`config.mk`:
```
export PLATFORM = sky130hd
export DESIGN_NAME = two_pose_servo_playback_sequencer
export DESIGN_NICKNAME = d
export VERILOG_FILES = /design/src/rtl/core/tpss_pkg.sv /design/src/rtl/core/tpss_core.sv /design/src/rtl/core/tpss_out_reg.sv /design/src/rtl/core/two_pose_servo_playback_sequencer.sv
export SDC_FILE = /design/constraint.sdc
export NUM_CORES = 1
export LEC_CHECK = 0
export BUFFER_PORTS_ARGS = -buffer_cell sky130_fd_sc_hd__clkbuf_2
export CAP_MARGIN = 20
export CORE_UTILIZATION = 60
export DETAILED_ROUTE_END_ITERATION = 10
export GPL_TIMING_DRIVEN = 0
export PLACE_DENSITY = 0.92
export SLEW_MARGIN = 15
export SYNTH_ARGS = -nofsm -noshare
export SYNTH_HDL_FRONTEND = slang
export SYNTH_HIERARCHICAL = 1
export SYNTH_SLANG_ARGS = --single-unit
```
`constraint.sdc`:
```
create_clock -name clk -period 8.74 [get_ports clk]
set_input_delay 2.622 -clock clk [delete_from_list [all_inputs] [get_ports clk]]
set_output_delay 2.622 -clock clk [all_outputs]
set_load 0.05 [all_outputs]
```
`src/rtl/core/tpss_pkg.sv`:
```
// Shared types, item codes and constant tables for the two-pose servo
// playback sequencer. No dependencies; imported by every module of the block.
package tpss_pkg;

  // Item kinds carried on the slave-side tuser
  localparam logic [2:0] KIND_TICK  = 3'd0;
  localparam logic [2:0] KIND_MOVE  = 3'd1;
  localparam logic [2:0] KIND_SAVE  = 3'd2;
  localparam logic [2:0] KIND_START = 3'd3;
  localparam logic [2:0] KIND_STOP  = 3'd4;

  // Configuration register indexes
  localparam int unsigned CFG_IDX_W = 2;
  localparam logic [CFG_IDX_W-1:0] REG_STEP_DELAY = 2'd0;
  localparam logic [CFG_IDX_W-1:0] REG_HOOK_DELAY = 2'd1;

  localparam logic [15:0] STEP_DELAY_RST = 16'd500;
  localparam logic [15:0] HOOK_DELAY_RST = 16'd1000;
  localparam logic [15:0] ELAPSED_MAX    = 16'hFFFF;
  localparam logic [7:0]  ANGLE_MAX      = 8'd180;

  // Joint codes
  localparam logic [1:0] JOINT_BASE     = 2'd0;
  localparam logic [1:0] JOINT_ELEVATOR = 2'd1;
  localparam logic [1:0] JOINT_CRANE    = 2'd2;
  localparam logic [1:0] JOINT_HOOK     = 2'd3;

  localparam int unsigned IN_DATA_W  = 16;
  localparam int unsigned OUT_DATA_W = 16;

  // One result item on its way to the output register
  typedef struct packed {
    logic       valid;
    logic [1:0] joint;
    logic [7:0] angle;
  } result_t;

  // Home angle of each joint, indexed by joint code
  function automatic logic [7:0] home_angle(input logic [1:0] joint);
    logic [7:0] a;
    unique case (joint)
      JOINT_BASE:     a = 8'd90;
      JOINT_ELEVATOR: a = 8'd25;
      JOINT_CRANE:    a = 8'd145;
      JOINT_HOOK:     a = 8'd25;
      default:        a = 8'd90;
    endcase
    return a;
  endfunction

  // Joint served by each playback step: base, crane, elevator, hook
  function automatic logic [1:0] step_joint(input logic [1:0] step);
    logic [1:0] j;
    unique case (step)
      2'd0:    j = JOINT_BASE;
      2'd1:    j = JOINT_CRANE;
      2'd2:    j = JOINT_ELEVATOR;
      2'd3:    j = JOINT_HOOK;
      default: j = JOINT_BASE;
    endcase
    return j;
  endfunction

endpackage

```
`src/rtl/core/tpss_core.sv`:
```
// Sequencer state, delay registers and the per-item update for the playback
// sequencer. Depends on tpss_pkg; one item is processed whenever go is high.
module tpss_core
  import tpss_pkg::*;
(
  input  logic                 clk,
  input  logic                 rst,
  input  logic                 go,
  input  logic [2:0]           kind,
  input  logic [1:0]           joint,
  input  logic [7:0]           angle,
  input  logic                 pose_sel,
  input  logic                 cfg_we,
  input  logic [CFG_IDX_W-1:0] cfg_idx,
  input  logic [15:0]          cfg_wdata,
  output result_t              res
);

  logic [15:0] step_delay;
  logic [15:0] hook_delay;
  logic [7:0]  current_angles [4];
  logic [7:0]  pose_store [8];
  logic        running;
  logic [1:0]  step_index;
  logic        toward_a;
  logic [15:0] elapsed;

  logic [15:0] elapsed_inc;
  logic [15:0] delay_sel;
  logic        step_due;
  logic [1:0]  play_joint;
  logic [2:0]  play_addr;
  logic [7:0]  move_angle;

  // Playback timing for a tick
  always_comb begin
    elapsed_inc = (elapsed == ELAPSED_MAX) ? elapsed : elapsed + 16'd1;
    delay_sel   = (step_index == 2'd3) ? hook_delay : step_delay;
    step_due    = (elapsed_inc >= delay_sel);
    play_joint  = step_joint(step_index);
    play_addr   = {~toward_a, play_joint};
    move_angle  = (angle > ANGLE_MAX) ? ANGLE_MAX : angle;
  end

  // Result of the item being processed
  always_comb begin
    res = '0;
    if (go) begin
      if (kind == KIND_MOVE) begin
        res.valid = 1'b1;
        res.joint = joint;
        res.angle = move_angle;
      end else if (kind == KIND_TICK && running && step_due) begin
        res.valid = 1'b1;
        res.joint = play_joint;
        res.angle = pose_store[play_addr];
      end
    end
  end

  // Delay registers
  always_ff @(posedge clk) begin
    if (rst) begin
      step_delay <= STEP_DELAY_RST;
      hook_delay <= HOOK_DELAY_RST;
    end else if (cfg_we) begin
      if (cfg_idx == REG_STEP_DELAY) step_delay <= cfg_wdata;
      if (cfg_idx == REG_HOOK_DELAY) hook_delay <= cfg_wdata;
    end
  end

  // Playback control state
  always_ff @(posedge clk) begin
    if (rst) begin
      running    <= 1'b0;
      step_index <= 2'd0;
      toward_a   <= 1'b1;
      elapsed    <= 16'd0;
    end else if (go) begin
      unique case (kind)
        KIND_TICK: begin
          if (running) begin
            if (step_due) begin
              elapsed    <= 16'd0;
              step_index <= step_index + 2'd1;
              if (step_index == 2'd3) toward_a <= ~toward_a;
            end else begin
              elapsed <= elapsed_inc;
            end
          end
        end
        KIND_START: begin
          running    <= 1'b1;
          step_index <= 2'd0;
          toward_a   <= 1'b1;
          elapsed    <= 16'd0;
        end
        KIND_STOP: begin
          running <= 1'b0;
        end
        default: begin
        end
      endcase
    end
  end

  // Current angles and the two stored poses
  always_ff @(posedge clk) begin
    if (rst) begin
      for (int i = 0; i < 4; i++) begin
        current_angles[i] <= home_angle(2'(i));
        pose_store[i]     <= home_angle(2'(i));
        pose_store[i + 4] <= home_angle(2'(i));
      end
    end else if (go) begin
      if (kind == KIND_MOVE) begin
        current_angles[joint] <= move_angle;
      end else if (kind == KIND_SAVE) begin
        for (int i = 0; i < 4; i++) begin
          pose_store[{pose_sel, 2'(i)}] <= current_angles[i];
        end
      end
    end
  end

endmodule

```
`src/rtl/core/tpss_out_reg.sv`:
```
// Output register of the playback sequencer: holds one result item until the
// master side takes it. Depends on tpss_pkg.
module tpss_out_reg
  import tpss_pkg::*;
(
  input  logic                  clk,
  input  logic                  rst,
  input  result_t               res,
  output logic                  room,
  output logic                  m_axis_tvalid,
  input  logic                  m_axis_tready,
  output logic [OUT_DATA_W-1:0] m_axis_tdata   // [1:0] out_joint, [9:2] out_angle
);

  logic [1:0] out_joint;
  logic [7:0] out_angle;

  assign room         = ~m_axis_tvalid | m_axis_tready;
  assign m_axis_tdata = {{(OUT_DATA_W - 10){1'b0}}, out_angle, out_joint};

  // Load a new result when the register is free or being emptied
  always_ff @(posedge clk) begin
    if (rst) begin
      m_axis_tvalid <= 1'b0;
    end else if (room) begin
      m_axis_tvalid <= res.valid;
    end
  end

  always_ff @(posedge clk) begin
    if (room && res.valid) begin
      out_joint <= res.joint;
      out_angle <= res.angle;
    end
  end

endmodule

```
`src/rtl/core/two_pose_servo_playback_sequencer.sv`:
```
// Top level of the two-pose servo playback sequencer: input register, core
// update and output register. Depends on tpss_pkg, tpss_core, tpss_out_reg.
//
// Usage:
//   Slave-side stream carries one item per transfer: tuser holds the kind
//   (tick, move, save, start, stop), tdata the joint, angle and pose select.
//   Master-side stream carries joint commands (joint and angle) from move
//   items and from playback ticks that reach their step delay.
//   The configuration channel writes the step delay (index 0) and the hook
//   delay (index 1); it is always ready and should be used while idle.
// Path: an accepted item passes the input register, where the core updates
//   the state and forms its result, then the output register, which
//   presents the result on the master side.
// Throughput: one item per cycle while the master side does not stall; each
//   item updates the state between the input register and the output register.
// Reset: clears both stream stages, stops playback and restores the home
//   angles in the current angles and both poses; delays return to 500/1000.
// Stall: while a result waits on the master side the input register still
//   takes one item; after that tready drops until the result is taken.
module two_pose_servo_playback_sequencer
  import tpss_pkg::*;
(
  input  logic                  clk,
  input  logic                  rst,
  input  logic                  s_axis_tvalid,
  output logic                  s_axis_tready,
  input  logic [IN_DATA_W-1:0]  s_axis_tdata,  // [1:0] joint, [9:2] angle, [10] pose_sel
  input  logic [2:0]            s_axis_tuser,  // [2:0] kind
  output logic                  m_axis_tvalid,
  input  logic                  m_axis_tready,
  output logic [OUT_DATA_W-1:0] m_axis_tdata,  // [1:0] out_joint, [9:2] out_angle
  input  logic                  cfg_valid,
  output logic                  cfg_ready,
  input  logic [CFG_IDX_W-1:0]  cfg_index,
  input  logic [15:0]           cfg_data
);

  logic       s1_valid;
  logic [2:0] s1_kind;
  logic [1:0] s1_joint;
  logic [7:0] s1_angle;
  logic       s1_sel;
  logic       room;
  logic       go;
  result_t    res;

  assign go            = s1_valid & room;
  assign s_axis_tready = ~s1_valid | room;
  assign cfg_ready     = 1'b1;

  // Input register: advance when it is empty or the output side can take the result
  always_ff @(posedge clk) begin
    if (rst) begin
      s1_valid <= 1'b0;
    end else if (s_axis_tready) begin
      s1_valid <= s_axis_tvalid;
    end
  end

  always_ff @(posedge clk) begin
    if (s_axis_tvalid && s_axis_tready) begin
      s1_kind  <= s_axis_tuser;
      s1_joint <= s_axis_tdata[1:0];
      s1_angle <= s_axis_tdata[9:2];
      s1_sel   <= s_axis_tdata[10];
    end
  end

  tpss_core u_core (
    .clk       (clk),
    .rst       (rst),
    .go        (go),
    .kind      (s1_kind),
    .joint     (s1_joint),
    .angle     (s1_angle),
    .pose_sel  (s1_sel),
    .cfg_we    (cfg_valid & cfg_ready),
    .cfg_idx   (cfg_index),
    .cfg_wdata (cfg_data),
    .res       (res)
  );

  tpss_out_reg u_out (
    .clk           (clk),
    .rst           (rst),
    .res           (res),
    .room          (room),
    .m_axis_tvalid (m_axis_tvalid),
    .m_axis_tready (m_axis_tready),
    .m_axis_tdata  (m_axis_tdata)
  );

endmodule
```
# [Word-level counts from Yosys, hierarchy flattened]
# Memory sizes are Yosys's and may differ from the RTL's.
# Cells that the tools add are included.
[op_classes] order_cmp=2 n_reduce_logical=20 mux=47 n_addsub=2 bitwise=6 n_eq_ne=12
[ops] cell="$mux W8" n=9
[ops] cell="$mux W16" n=4
[ops] cell="$reduce_or A8 Y1" n=5
[ops] cell="$mux W11" n=3
[ops] cell="$pmux W16 S2" n=1
[ops] cell="$mux W1" n=19
[ops] cell="$add A16 B1 Y16 const B" n=1
[ops] cell="$eq A16 B16 Y1 const B" n=1
[ops] cell="$ge A16 B16 Y1" n=1
[ops] cell="$mux W3" n=4
[ops] cell="$gt A8 B8 Y1 const B" n=1
[ops] cell="$pmux W2 S4" n=1
[ops] cell="$eq A3 B2 Y1 const B" n=2
[ops] cell="$mux W2" n=3
[ops] cell="$reduce_and A2 Y1" n=3
[ops] cell="$reduce_and A5 Y1" n=1
[ops] cell="$eq A2 B1 Y1 const B" n=2
[ops] cell="$eq A2 B2 Y1 const B" n=2
[ops] cell="$logic_and A1 B1 Y1" n=4
[ops] cell="$logic_not A2 Y1" n=2
[ops] cell="$ne A2 B1 Y1 const B" n=2
[ops] cell="$pmux W1 S2" n=2
[ops] cell="$pmux W2 S2" n=1
[ops] cell="$reduce_and A4 Y1" n=1
[ops] cell="10 further kinds" n=14
[word_totals] output_inout_bits=19 elab_cells=105 n_memories=2 in_bits=42 reg_bits=78 mem_bits_rw=96
[memory_table] name="u_core.pose_store" words=8 width=8 rd=1 rd_ports_with_merged_regs=0 write_ports=8 line_no="tpss_core.sv:22" text="logic [7:0] pose_store [8];"
[memory_table] name="u_core.current_angles" words=4 width=8 rd=4 rd_ports_with_merged_regs=0 write_ports=4 line_no="tpss_core.sv:21" text="logic [7:0] current_angles [4];"

# [Longest topological paths before layout]
[logic_depth] ltp_word=8 mapped_depth=17 ltp_nobuf=15

# [Hierarchy]
# Netlist, hierarchy kept.
[by_module_without_submodules] module="tpss_core" area_per_inst_um2=7243.2 instances=1 cells_each=650
[by_module_without_submodules] module="two_pose_servo_playback_sequencer" area_per_inst_um2=494.2 instances=1 cells_each=22
[by_module_without_submodules] module="tpss_out_reg" area_per_inst_um2=404.1 instances=1 cells_each=22

# [Worst setup path after synthesis]
# OpenSTA, ideal clock, no wires.
[synth_path] kind="input to output" from="input port m_axis_tready" to="output port s_axis_tready" t_required_ns=6.118 arrival_time_ns=2.994 setup_slack_ns=3.124 cell_stages=2 cell_sequence="nand2b_4 nand2b_4"
[synth_via] elab_chain_cells=2
[synth_rtl] item="from (decl)" line_no="two_pose_servo_playback_sequencer.sv:30" text="input logic m_axis_tready,"
[synth_rtl] item="$or A1 B1 Y1" line_no="tpss_out_reg.sv:18" text="assign room = ~m_axis_tvalid | m_axis_tready;"
[synth_rtl] item="$or A1 B1 Y1" line_no="two_pose_servo_playback_sequencer.sv:48" text="assign s_axis_tready = ~s1_valid | room;"
[synth_rtl] item="to (decl)" line_no="two_pose_servo_playback_sequencer.sv:26" text="output logic s_axis_tready,"
# Every way passes these cells.

# [Final worst setup path]
[layout_path] from="input port m_axis_tready" to="output port s_axis_tready"
[layout_via] elab_chain_cells=2
[layout_rtl] item="$or A1 B1 Y1" line_no="tpss_out_reg.sv:18"
[layout_rtl] item="named net room" line_no="two_pose_servo_playback_sequencer.sv:43" text="logic room;"
[layout_rtl] item="$or A1 B1 Y1" line_no="two_pose_servo_playback_sequencer.sv:48"
# The timed path passes the listed nets, and every way through them passes these cells.

==> impl_metrics.yaml <==
setup_path:
  r2r_slack_ps: 4180
  path_class: "in2out"
  path_max_fanout: 4
  startpoint_type: "input pin"
  arrival_ps: 3240
  r2r_end: "u_out/out_angle[5]$_DFFE_PP_"
  worstPathRequired_ps: 6120
  reg2reg_from: "u_core/elapsed[0]$_SDFFE_PP0P_"
  end_kind: "primary output"
  rr_worst_depth: 16
logic_synthesis:
  synth-seq-cells: 174
  synthTopCellsByCount: "120 x edfxtp_1, 109 x nand2_1, 54 x dfxtp_1, 44 x and2_1, 39 x nor2_1"
  synth_edf_count: 120
  syn_area_um2: 8140
  synth.yosys.seq_area_share_pct: 57.5
  synth_fa_ha_area_share_pct: 3.23
  syn_area_per_cell_um2: 11.7
  ys_types: 63
  synth_top_family_by_area: "simple AND/OR/NAND/NOR gates"
  yosys.area_share.simple_pct: 19.3
  synth_top_cell_by_area: "edfxtp_1"
  synth_compound_area_share_pct: 8.04
  async_reset_ff_share_pct: 0
  ys.warnings.count: 6
  synth_area_leaders: "edfxtp_1 44%, dfxtp_1 13%, nand2_1 5.0%, mux4_2 4.4%, and2_1 3.4%"
  synth-xor-area-share_pct: 1.08
  yosysMostFrequentCell: "edfxtp_1"
  synth_top_area_share_pct: 44.3
  syn_inst: 694
  yosys_most_used_dff: "edfxtp_1"
  synthMuxAreaShare_pct: 7.30
routing:
  wl_per_cell_um: 19.4
  wl_um: 18500
  first_pass_iters: 6
  via_per_inst: 5.99
  drc: 0
  route.vias.total: 5717
  drt_iter0_markers: 664
  antenna_left: 0
cells_and_area:
  fillers: 916
  drive_above_1_share_pct: 18.1
  syn_to_final_growth_pct: 13.0
  antenna_cells: 0
  fin_area_um2: 9200
  final_cells: 954
  num-nets-final: 829
  postLayoutCoreUtil_pct: 69.5
cts:
  cts_hold_buffers: 0
  clk_path_buf_depth: 2
  cts_tree: "done"
  cts_resized: 0
  cts_setup_buffers: 0
  cts_buffers: 17
  cts.clk_slew.worst_paths_ps: 70
  h-tree-depth: 4
  insertion_delay_ps: 430
  clock-root-buffer: "clkbuf_16"
  cts_num_sinks: 174
timing:
  rsz0062_at_grt: "no"
  worst_hold_slack_ps: 461
  worst_pin_slew_ps: 1050
  relSlewSlack_pct: 29.4
  tns_ps: 0
  slew_violations: 0
  hold_viol: 0
  fin_skew_ps: 11.9
  timing.final.crit_share_pct: 67.1
  clock.fmax_mhz: 170
  fin_ws_ps: 2870
  finalSetupViolations: 0
  period_needed_ps: 5870
min_path:
  min_path_cells: 2
  min_path_type: "reg2reg"
  hold_end: "u_core/hook_delay[14]$_SDFFE_PP0P_"
  hold_start: "u_core/hook_delay[14]$_SDFFE_PP0P_"
power_and_ir_drop:
  total_power_mw: 1.73
  power_density_nw_per_um2: 189
  ir_worst_vdd_v: 0.000104
  leakage_nw: 3.32
floorplan:
  start_util_pct: 61.5
  die_x_um: 118
  die_area_um2: 14000
  core_region_area_um2: 13200
  ios: 61
  chipHeight_um: 118
  rows: 42
placement:
  dpl.hpwl_um: 13200
  dp_cells: 923
  place_ws_ps: 2880
  gp_congestion: 0.904
  numPortBuffers: 48
  dpl_cell_area_um2: 8620
status:
  status: "finished clean"
global_routing:
  grt_pass1_vias: 5674
  grt_remaining_overflow: 0
  track_usage_pct: 27.4
  grt_pass1_wl_um: 29000
  antenna_found_initial: 0
  grt_max_degree: 33
job:
  maxCapViolCount: 0
## critical path, cell delays in order
cell	delay, ps
clkbuf_2	80
nand2b_4	130
nand2b_4	140
clkbuf_2	270
## report_power, final
part           switching (mW)  total [mW]  internal (mW)
registers              0.0128       0.914          0.901
clock network           0.333       0.734          0.401
logic                  0.0582      0.0861         0.0279
## cells in the final DEF, fill, tap and decap left out, types with 4 or more instances in the layout
cell type,synthesis,final
buf_4,9,9
and3_1,5,5
clkbuf_16,0,17
a21oi_1,38,38
edfxtp_1,120,120
a22o_1,9,9
nor3_1,8,8
and2_1,44,44
a211oi_1,6,6
clkbuf_1,23,23
dfxtp_1,54,54
xor2_1,4,4
nor2b_1,8,8
conb_1,2,7
nand3b_1,13,13
nor2_1,39,39
mux4_2,16,16
nand4_1,9,9
nand2_1,109,109
nand2b_1,32,32
buf_2,4,4
ha_1,21,21
nand3_1,7,7
mux2i_1,20,20
inv_6,0,4
a31oi_1,9,9
clkbuf_2,1,49
xnor2_1,6,6
buf_6,5,5
a2111oi_2,4,4
o21ai_0,10,10
inv_1,10,10
## final cells by class
class / instances / area (um^2) / share of cell area [%]
flip-flops and latches: 174 / 4680 / 50.9
multi-input cells: 471 / 3200 / 34.7
clock buffers: 17 / 425 / 4.62
plain buffers: 44 / 243 / 2.64
repair buffers: 48 / 240 / 2.61
well taps: 176 / 220 / 2.39
clock inverters: 14 / 153 / 1.66
inverters: 10 / 37.5 / 0.408
## routing by layer
layer / share of wire, % / vias up / track usage (%)
met3: 8.5 / 54 / 6.76
li1: - / 2622 / -
met1: 38 / 2726 / 33.7
met2: 51 / 315 / 46.0
met5: 0 / - / 0
met4: 2.7 / 0 / 11.8
## cells by family after synthesis
family,Yosys count
simple gates,300
flops,174
compound gates,94
buf+inv,54
mux,39
fa+ha+maj,21
xor+xnor,10
other cells,2
## how the worst max path moves through the flow
stage,end,from,slack [ps]
4_1_cts,s_axis_tready,m_axis_tready,2880
6_report,s_axis_tready,m_axis_tready,2870
2_1_floorplan,s_axis_tready,m_axis_tready,3120
3_5_place_dp,s_axis_tready,m_axis_tready,2880
5_1_grt,s_axis_tready,m_axis_tready,2850
3_3_place_gp,s_axis_tready,m_axis_tready,2900
## registers in the layout, summed over array words and instances (netlist names), 3 cells and up
name and flops:
u_core/pose_store 64, u_core/current_angles 32, u_core/elapsed 16, u_core/hook_delay 16, u_core/step_delay 16, s1_angle 8
u_out/out_angle 8, s1_kind 3
(Power assumes the default switching activity.)
